[src/epf_pkg.sv]
// Package for the escaped packet framer.
// Holds the register map, the job record passed from front to back and queue sizing.
// No dependencies.
package epf_pkg;

  localparam int unsigned ADDR_W      = 3;
  localparam int unsigned REG_START   = 0;
  localparam int unsigned REG_ESCAPE  = 1;
  localparam logic [7:0]  START_RST   = 8'd255;
  localparam logic [7:0]  ESCAPE_RST  = 8'd253;

  localparam int unsigned JOB_DEPTH   = 2;
  localparam int unsigned JOB_PTR_W   = $clog2(JOB_DEPTH);
  localparam int unsigned JOB_CNT_W   = $clog2(JOB_DEPTH + 1);

  // slot order: start, data prefix, data, checksum prefix, checksum
  localparam int unsigned SLOT_N      = 5;
  localparam int unsigned SLOT_START  = 0;
  localparam int unsigned SLOT_DPRE   = 1;
  localparam int unsigned SLOT_DATA   = 2;
  localparam int unsigned SLOT_SPRE   = 3;
  localparam int unsigned SLOT_SUM    = 4;

  typedef logic [SLOT_N-1:0] slot_mask_t;

  typedef struct packed {
    slot_mask_t mask;
    logic [7:0] start_b;
    logic [7:0] data_b;
    logic [7:0] sum_b;
  } job_t;

endpackage

[src/epf_front.sv]
// Front part of the escaped packet framer: configuration registers, checksum
// and classification of each accepted byte into a job record.
// Depends on epf_pkg.
module epf_front import epf_pkg::*; (
  input  logic              clk,
  input  logic              rst_n,
  input  logic              psel,
  input  logic              penable,
  input  logic              pwrite,
  input  logic [ADDR_W-1:0] paddr,
  input  logic [31:0]       pwdata,
  output logic [31:0]       prdata,
  output logic              pready,
  input  logic              in_valid,
  input  logic [7:0]        in_data_byte,
  input  logic              in_first_byte,
  input  logic              in_last_byte,
  output job_t              job,
  output logic [7:0]        esc_byte
);

  logic [7:0] start_r, start_nxt;
  logic [7:0] escape_r, escape_nxt;
  logic [7:0] sum_r, sum_nxt;
  logic [7:0] base;
  logic [7:0] new_sum;
  logic       data_esc;
  logic       sum_esc;
  logic       wr;

  assign pready   = 1'b1;
  assign wr       = psel && penable && pwrite;
  assign esc_byte = escape_r;
  assign prdata   = {24'd0, (paddr[2] ? escape_r : start_r)};

  always_comb begin
    start_nxt  = start_r;
    escape_nxt = escape_r;
    if (wr) begin
      case (paddr[2])
        1'(REG_START):  start_nxt  = pwdata[7:0];
        1'(REG_ESCAPE): escape_nxt = pwdata[7:0];
        default: ;
      endcase
    end
  end

  assign base     = in_first_byte ? (8'd0 - start_r) : sum_r;
  assign new_sum  = base - in_data_byte;
  assign data_esc = (in_data_byte == start_r) || (in_data_byte == escape_r);
  assign sum_esc  = (new_sum == start_r) || (new_sum == escape_r);
  assign sum_nxt  = in_valid ? new_sum : sum_r;

  always_comb begin
    job.mask             = '0;
    job.mask[SLOT_START] = in_first_byte;
    job.mask[SLOT_DPRE]  = data_esc;
    job.mask[SLOT_DATA]  = 1'b1;
    job.mask[SLOT_SPRE]  = in_last_byte && sum_esc;
    job.mask[SLOT_SUM]   = in_last_byte;
    job.start_b          = start_r;
    job.data_b           = data_esc ? (in_data_byte - 8'd1) : in_data_byte;
    job.sum_b            = sum_esc ? (new_sum - 8'd1) : new_sum;
  end

  always_ff @(posedge clk) begin
    if (!rst_n) begin
      start_r  <= START_RST;
      escape_r <= ESCAPE_RST;
      sum_r    <= 8'd0;
    end else begin
      start_r  <= start_nxt;
      escape_r <= escape_nxt;
      sum_r    <= sum_nxt;
    end
  end

endmodule

[src/epf_fifo.sv]
// Short job queue between the front and back parts of the framer.
// Flip-flop storage, JOB_DEPTH entries. Depends on epf_pkg.
module epf_fifo import epf_pkg::*; (
  input  logic clk,
  input  logic rst_n,
  input  logic wr_en,
  input  job_t wr_job,
  output logic full,
  input  logic rd_en,
  output job_t rd_job,
  output logic avail
);

  job_t                 mem_r [JOB_DEPTH];
  logic [JOB_PTR_W-1:0] wp_r, wp_nxt;
  logic [JOB_PTR_W-1:0] rp_r, rp_nxt;
  logic [JOB_CNT_W-1:0] cnt_r, cnt_nxt;
  logic                 do_wr;
  logic                 do_rd;

  assign full   = (cnt_r == JOB_CNT_W'(JOB_DEPTH));
  assign avail  = (cnt_r != '0);
  assign do_wr  = wr_en && !full;
  assign do_rd  = rd_en && avail;
  assign rd_job = mem_r[rp_r];

  always_comb begin
    wp_nxt  = wp_r;
    rp_nxt  = rp_r;
    cnt_nxt = cnt_r;
    if (do_wr) begin
      wp_nxt = (wp_r == JOB_PTR_W'(JOB_DEPTH - 1)) ? '0 : wp_r + 1'b1;
    end
    if (do_rd) begin
      rp_nxt = (rp_r == JOB_PTR_W'(JOB_DEPTH - 1)) ? '0 : rp_r + 1'b1;
    end
    case ({do_wr, do_rd})
      2'b10:   cnt_nxt = cnt_r + 1'b1;
      2'b01:   cnt_nxt = cnt_r - 1'b1;
      default: cnt_nxt = cnt_r;
    endcase
  end

  always_ff @(posedge clk) begin
    if (do_wr) begin
      mem_r[wp_r] <= wr_job;
    end
  end

  always_ff @(posedge clk) begin
    if (!rst_n) begin
      wp_r  <= '0;
      rp_r  <= '0;
      cnt_r <= '0;
    end else begin
      wp_r  <= wp_nxt;
      rp_r  <= rp_nxt;
      cnt_r <= cnt_nxt;
    end
  end

endmodule

[src/epf_back.sv]
// Back part of the escaped packet framer: walks the slots of each job and emits
// one wire byte per cycle into the output register while it is free or popped. Depends on epf_pkg.
module epf_back import epf_pkg::*; (
  input  logic       clk,
  input  logic       rst_n,
  input  logic [7:0] esc_byte,
  input  job_t       job_in,
  input  logic       job_avail,
  output logic       job_pop,
  output logic       empty,
  input  logic       pop,
  output logic [7:0] out_wire_byte,
  output logic       out_packet_end
);

  job_t       job_r, job_nxt;
  slot_mask_t mask_r, mask_nxt;
  slot_mask_t sel;
  slot_mask_t rest;
  logic       busy;
  logic       advance;
  logic       emit;
  logic       load;
  logic [7:0] byte_sel;
  logic       ov_r, ov_nxt;
  logic [7:0] ob_r, ob_nxt;
  logic       oe_r, oe_nxt;

  assign busy    = (mask_r != '0);
  assign advance = !ov_r || pop;
  assign emit    = busy && advance;
  assign sel     = mask_r & (~mask_r + 1'b1);
  assign rest    = mask_r & ~sel;
  assign load    = job_avail && (!busy || (emit && (rest == '0)));
  assign job_pop = load;

  always_comb begin
    case (sel)
      slot_mask_t'(1 << SLOT_START): byte_sel = job_r.start_b;
      slot_mask_t'(1 << SLOT_DATA):  byte_sel = job_r.data_b;
      slot_mask_t'(1 << SLOT_SUM):   byte_sel = job_r.sum_b;
      default:                       byte_sel = esc_byte;
    endcase
  end

  always_comb begin
    mask_nxt = mask_r;
    job_nxt  = job_r;
    if (emit) begin
      mask_nxt = rest;
    end
    if (load) begin
      mask_nxt = job_in.mask;
      job_nxt  = job_in;
    end
  end

  always_comb begin
    ov_nxt = ov_r;
    ob_nxt = ob_r;
    oe_nxt = oe_r;
    if (emit) begin
      ov_nxt = 1'b1;
      ob_nxt = byte_sel;
      oe_nxt = sel[SLOT_SUM];
    end else if (pop) begin
      ov_nxt = 1'b0;
    end
  end

  assign empty          = !ov_r;
  assign out_wire_byte  = ob_r;
  assign out_packet_end = oe_r;

  always_ff @(posedge clk) begin
    job_r <= job_nxt;
    ob_r  <= ob_nxt;
    oe_r  <= oe_nxt;
  end

  always_ff @(posedge clk) begin
    if (!rst_n) begin
      mask_r <= '0;
      ov_r   <= 1'b0;
    end else begin
      mask_r <= mask_nxt;
      ov_r   <= ov_nxt;
    end
  end

  a_pop_avail: assert property (@(posedge clk) disable iff (!rst_n)
    job_pop |-> job_avail)
    else $error("job taken from empty queue");

  a_load_data: assert property (@(posedge clk) disable iff (!rst_n)
    load |=> mask_r[SLOT_DATA])
    else $error("loaded job lacks data slot");

  a_end_out: assert property (@(posedge clk) disable iff (!rst_n)
    (emit && sel[SLOT_SUM]) |=> (ov_r && oe_r))
    else $error("checksum byte not marked as packet end");

  a_no_overrun: assert property (@(posedge clk) disable iff (!rst_n)
    (ov_r && !pop) |-> !emit)
    else $error("output register overwritten");

endmodule

[src/escaped_packet_framer_core.sv]
// Escaped packet framer, top level.
// Channels: packet bytes enter through push/full; each accepted transfer
// carries one raw byte with first/last flags. Wire bytes leave through
// empty/pop; the oldest result sits on out_* while empty is low.
// Registers start_byte (0x0) and escape_byte (0x4) sit on the APB port.
// A front stage classifies each byte and updates the checksum in the cycle
// it is accepted, and queues a job of one to five wire bytes. The back stage
// sends one wire byte per cycle, while the receiver keeps up, into a one-entry output register.
// With the block idle, the first wire byte of an item reaches the result ports
// through the job queue, the back stage's job register and the output register.
// Throughput: one wire byte per cycle out of the back stage while the receiver
// keeps up; an item makes one to five wire bytes, and input is taken every
// cycle while the 2-entry job queue has room.
// Reset (rst_n low, synchronous) clears the queue, the output register and
// the checksum and restores the register defaults 0xFF / 0xFD.
// If the receiver stalls, the output register holds, the back stage stops,
// the job queue fills, and full rises until pop resumes.
// Depends on epf_pkg, epf_front, epf_fifo, epf_back.
module escaped_packet_framer_core import epf_pkg::*; (
  input  logic              clk,
  input  logic              rst_n,
  input  logic              psel,
  input  logic              penable,
  input  logic              pwrite,
  input  logic [ADDR_W-1:0] paddr,
  input  logic [31:0]       pwdata,
  output logic [31:0]       prdata,
  output logic              pready,
  input  logic              push,
  output logic              full,
  input  logic [7:0]        in_data_byte,
  input  logic              in_first_byte,
  input  logic              in_last_byte,
  output logic              empty,
  input  logic              pop,
  output logic [7:0]        out_wire_byte,
  output logic              out_packet_end
);

  job_t       fr_job;
  job_t       q_job;
  logic       q_avail;
  logic       q_pop;
  logic       acc;
  logic [7:0] esc_byte;

  assign acc = push && !full;

  epf_front u_front (
    .clk           (clk),
    .rst_n         (rst_n),
    .psel          (psel),
    .penable       (penable),
    .pwrite        (pwrite),
    .paddr         (paddr),
    .pwdata        (pwdata),
    .prdata        (prdata),
    .pready        (pready),
    .in_valid      (acc),
    .in_data_byte  (in_data_byte),
    .in_first_byte (in_first_byte),
    .in_last_byte  (in_last_byte),
    .job           (fr_job),
    .esc_byte      (esc_byte)
  );

  epf_fifo u_fifo (
    .clk    (clk),
    .rst_n  (rst_n),
    .wr_en  (push),
    .wr_job (fr_job),
    .full   (full),
    .rd_en  (q_pop),
    .rd_job (q_job),
    .avail  (q_avail)
  );

  epf_back u_back (
    .clk            (clk),
    .rst_n          (rst_n),
    .esc_byte       (esc_byte),
    .job_in         (q_job),
    .job_avail      (q_avail),
    .job_pop        (q_pop),
    .empty          (empty),
    .pop            (pop),
    .out_wire_byte  (out_wire_byte),
    .out_packet_end (out_packet_end)
  );

endmodule

[config.mk]
export PLATFORM = sky130hd
export DESIGN_NAME = escaped_packet_framer_core
export DESIGN_NICKNAME = d
export VERILOG_FILES = /design/src/epf_pkg.sv /design/src/epf_front.sv /design/src/epf_fifo.sv /design/src/epf_back.sv /design/src/escaped_packet_framer_core.sv
export SDC_FILE = /design/constraint.sdc
export NUM_CORES = 1
export LEC_CHECK = 0
export BUFFER_PORTS_ARGS = -buffer_cell sky130_fd_sc_hd__buf_2
export CAP_MARGIN = 10
export CORE_MARGIN = 5
export CORE_UTILIZATION = 43
export DETAILED_ROUTE_END_ITERATION = 8
export GPL_ROUTABILITY_DRIVEN = 1
export PLACE_DENSITY = 0.66
export RECOVER_POWER = 100
export SETUP_SLACK_MARGIN = 0.2
export SLEW_MARGIN = 20
export SYNTH_ARGS = -nofsm -noshare
export SYNTH_HDL_FRONTEND = slang
export SYNTH_SLANG_ARGS = --single-unit
[constraint.sdc]
create_clock -name clk -period 4.8 [get_ports clk]
set_input_delay 0.24 -clock clk [delete_from_list [all_inputs] [get_ports clk]]
set_output_delay 0.24 -clock clk [all_outputs]
set_load 0.1 [all_outputs]
Word-level counts from Yosys, hierarchy flattened
Memory sizes are Yosys's and may differ from the RTL's. A register that Yosys moved wholly into a read port is not among the register bits.
Cells that the tools add are included.

operators by class
  reductions and logical operators = 23
  mux-type cells = 16
  add/sub/neg operators = 9
  bitwise operators = 5
  equality and inequality tests = 10

operators with widths
  kind                                              number
  == test 8 bit                                     4
  two-way mux 8 bit                                 4
  one-hot mux 8 bit (3 select lines)                1
  subtractor 8 x 1 -> 8 bit, second input constant  2
  AND 5 bit                                         2
  two-way mux 5 bit                                 2
  NOT 5 bit                                         2
  logical AND 1 bit                                 8
  two-way mux 1 bit                                 8
  nonzero test 2 bit                                4
  subtractor 1 x 8 -> 8 bit, first input constant   1
  subtractor 8 bit                                  1
  adder 5 x 1 -> 5 bit, second input constant       1
  == test 5 x 1 -> 1 bit, second input constant     1
  == test 5 x 3 -> 1 bit, second input constant     1
  == test 5 bit, second input constant              1
  logical NOT 5 bit                                 1
  nonzero test 5 bit                                1
  == test 2 bit, second input constant              2
  logical OR 1 bit                                  4
  one-hot mux 2 bit (2 select lines)                1
  AND reduction 2 bit                               2
  logical NOT 1 bit                                 3
  adder 1 bit, second input constant                2
  other kinds (4)                                   4

word-level totals
  output and inout bits = 44
  memories = 1
  logic and storage cells = 77
  register bits after elaboration = 67
  RAM bits = 56

memory list
  name          depth  bits a word  rd ports  clocked after Yosys merged registers in  wr ports  line            RTL
  u_fifo.mem_r  2      28           1         1                                        1         epf_fifo.sv:14  job_t mem_r [JOB_DEPTH];

Depth between registers and ports, before layout
  depth after elaboration = 12
  mapped depth = 16
  gate-level depth less buffers = 14

Modules after synthesis
A second synthesis with hierarchy kept.

unflattened totals
  cells, all modules = 559
  area total of the unflattened synthesis = 6,575.1 µm²

modules (own cells, without submodules)
  module                      area an instance (µm²)  times used  cells each  seq. area each (µm²)
  epf_front                   2,701.3                 1           343         480.5
  epf_fifo                    2,322.2                 1           116         1,841.8
  epf_back                    1,537.7                 1           99          1,111.1
  escaped_packet_framer_core  13.8                    1           1           0.0

Least setup slack after synthesis
Ideal clock, no wire load.

  path type = reg2reg
  start = register u_front.start_r[0]
  end = memory u_fifo.mem_r[0][3] (netlist name), data pin
  clock period less this slack = 3.540 ns
  setup slack = 1.260 ns
  cell stages (with the launch flop) = 15
  arrival time = 3.264 ns
  buffers on the path = 1
  cell sequence = dfxtp_1 clkbuf_1 inv_1 ha_1 xnor2_1 mux2_2 ha_1 o21ai_1 a21oi_1 nor3_1 o21a_1 xnor3_1 a32oi_4 nor2_1 xor2_1

RTL lines
  what                    line             RTL
  from (decl)             epf_front.sv:22  logic [7:0] start_r, start_nxt;
  from (signal assigned)  epf_front.sv:72  start_r <= start_nxt;
  to (decl)               epf_fifo.sv:14

==> flow_summary.yaml <==
run_status:
  status: "finished, violations left"
  violations: "capacitance limit, slew limit"
route:
  drt-total-wl_mm: 14.0
  drtAntennaViolNets: 0
  firstDrtPassIters: 5
  vias_per_cell: 5.29
  drt_iter0_drc: 427
  drc_errors: 0
  routedWlPerCell_um: 17.3
  dr_total_vias: 4267
sta:
  setup_viol: 0
  finalMaxSlewViolations: 87
  timing.final.ws_setup_ps: 561
  fin_crit_ps: 4240
  rsz0062_at_grt: "no"
  period_share_pct: 88.3
  tns_ps: 0
  slew_headroom_pct: -9.43
  hold_viol_final: 0
  timing.fmax_mhz: 236
  fin_hold_ws_ps: 63.7
  tightest_slew_ps: 1640
  fin_worst_skew_ps: 8.40
clock_network:
  clkLatencyLatePin_ps: 400
  clock_path_buffers: 2
  clkSinkCount: 124
  numCtsBuffers: 17
  clock_tree.root_cell: "clkbuf_16"
  cts_tree: "yes"
  cts_setup_buffers: 0
  path_clk_slew_ps: 50
  cts_htree_levels: 4
  cts_hold_buf: 0
  cts_resized: 0
place:
  port_buffers: 44
  hpwlAfterDp_mm: 10.1
  gp_congestion: 0.838
  place_area_um2: 6770
  place_ws_ps: 726
cells_and_area:
  drive_gt1_share_pct: 14.3
  nets: 675
  final_cell_mix: "89 x edfxtp_1, 65 x nand2_1, 37 x xnor2_1"
  design_area_um2: 7190
  layout_commonest_cell: "edfxtp_1"
  antenna_cells: 0
  area_growth_pct: 11.1
critical_path:
  critical_path_class: "flop to flop"
  reg2reg_slack_ps: 560
  cp_data_arrival_time_ps: 4350
  rr_worst_depth: 13
  timing.rr.start: "u_front.start_r[2]"
  crit_required_ps: 4910
  cp-start-kind: "flop"
  r2r-end: "u_fifo.mem_r[0][4]"
  cp_max_fo: 11
  critPathCaptureType: "flop"
floorplan:
  coreArea_um2: 14600
  std_cell_rows: 44
  start_util_pct: 44.2
  die_w_um: 133
  dieArea_um2: 17600
  ios: 96
  fp.dieH_um: 133
power:
  peakVddDrop_mv: 0.263
  p_leak_uw: 0.00263
  power.density_nw_per_um2: 565
  power_uw: 4060
min_path:
  hold_end: "u_front.esc_byte[4]"
  hold_path_class: "primary input to flop"
  hp-start: "pwdata[4]"
  worstHoldPathCells: 3
synthesis:
  ys_warn_count: 0
  ys_seq_area_share_pct: 52.1
  ys_top_cells_by_area: "edfxtp_1 41%, dfxtp_1 11%, mux2_2 7.0%"
  ys_ff_latch: 124
  syn_area_um2: 6480
  synth_top_area_share_pct: 41.3
  avgSynthCellArea_um2: 11.3
  async_flop_share_pct: 0
  yosys.cell_types.count: 61
  synth_cells: 574
  synth-edff-count: 89
  synthFlopType: "edfxtp_1"
  yosys.area.top_type: "edfxtp_1"
global_routing:
  grt_pass1_wl_mm: 22.6
  first_global_vias: 4253
  track_usage_pct: 16.2
  antenna_found_initial: 0
  grt_max_degree: 36
  grt_overflow: 0
job:
  maxCapViolCount: 3
[worst max-delay path, cell delays in order, from the launching register on]
cell and delay, ps:
dfxtp_1 490, nor4_2 470, nand2_1 110, xor2_1 150
mux2_2 290, ha_1 510, xor2_1 290, inv_1 70
a221o_1 350, a311oi_1 250, o2111a_1 320, a32oi_2 290
nor3_2 240, xor2_1 100
[Yosys cell counts, types with 4 or more instances]
cell type and n:
a21oi_1 14, xnor2_1 37, nor2_1 30, ha_1 11, o21ai_0 14, nand4_1 5
o21a_1 4, mux2_2 40, mux2i_1 6, nand2b_1 6, xnor3_1 4, a221oi_1 5
buf_4 25, or3_1 5, nor2b_1 10, xor2_1 15, o211ai_1 5, dfxtp_1 35
inv_1 19, nand3_1 16, clkbuf_1 30, edfxtp_1 89, and2_1 6, a221o_1 4
a21boi_0 9, nand2_1 65, nor3_1 11
[layer usage]
metal	global-route usage, %	share of wire (%)
met1	21.3	45
met2	26.4	48
met3	3.19	4.1
met4	6.58	2.5
met5	0	0
[cell families (layout without fill, tap and decap cells)]
| kind of cell | after synthesis | after routing | synth area share (%) |
|---|---|---|---|
| AOI/OAI and AO/OA | 82 | 82 | 9.35 |
| adders and majority gates | 12 | 12 | 2.43 |
| buffers and inverters | 78 | 103 | 6.03 |
| other | 2 | 25 | 0.116 |
| and+or+nand+nor | 172 | 172 | 13.2 |
| muxes | 46 | 46 | 7.88 |
| DFF | 124 | 124 | 52.1 |
| xor gates and xnor gates | 58 | 58 | 8.92 |
[sequential cells by signal, indices dropped and copies added (netlist names), named ones only]
register               cells
u_back.ov_r                1
u_fifo.cnt_r               2
u_front.start_r            8
u_front.sum_r              8
u_fifo.mem_r              56
u_front.esc_byte           8
u_fifo.wp_r                1
u_back.job_r              24
u_back.out_wire_byte       8
u_back.out_packet_end      1
u_fifo.rp_r                1
u_back.mask_r              5
[report_power, final]
group	internal (uW)	switching, uW	total (uW)
clock	689	421	1110
combinational	381	975	1360
sequential	1500	98.3	1600
[cell type report]
cell class	count	area, um2
multi-input cells	395	2780
inverters	20	75.1
clock buffers	18	429
clock inverters	12	82.6
well taps	184	230
fillers	1316	7450
repair buffers	53	226
flip-flops and latches	124	3370
[stage by stage]
stage	util [%]	cells
floorplan	-	597
global placement	46.2	776
detailed placement	46.2	776
CTS	49.7	806
global route	49.1	806
finish	49.1	806
[how the worst max path moves through the flow]
stage / startpoint / endpoint / slack [ps] / cells past startpoint
floorplan: u_front.start_r[0] / u_fifo.mem_r[0][3] / 1260 / 14
global route: u_front.start_r[2] / u_fifo.mem_r[0][4] / 250 / 13
CTS: u_front.start_r[2] / u_fifo.mem_r[0][4] / 700 / 13
detailed placement: u_front.start_r[2] / u_fifo.mem_r[1][4] / 730 / 13
global placement: u_front.start_r[2] / u_fifo.mem_r[0][4] / 800 / 13
finish: u_front.start_r[2] / u_fifo.mem_r[0][4] / 560 / 13
Note: power is estimated with default switching activity, not from simulation.
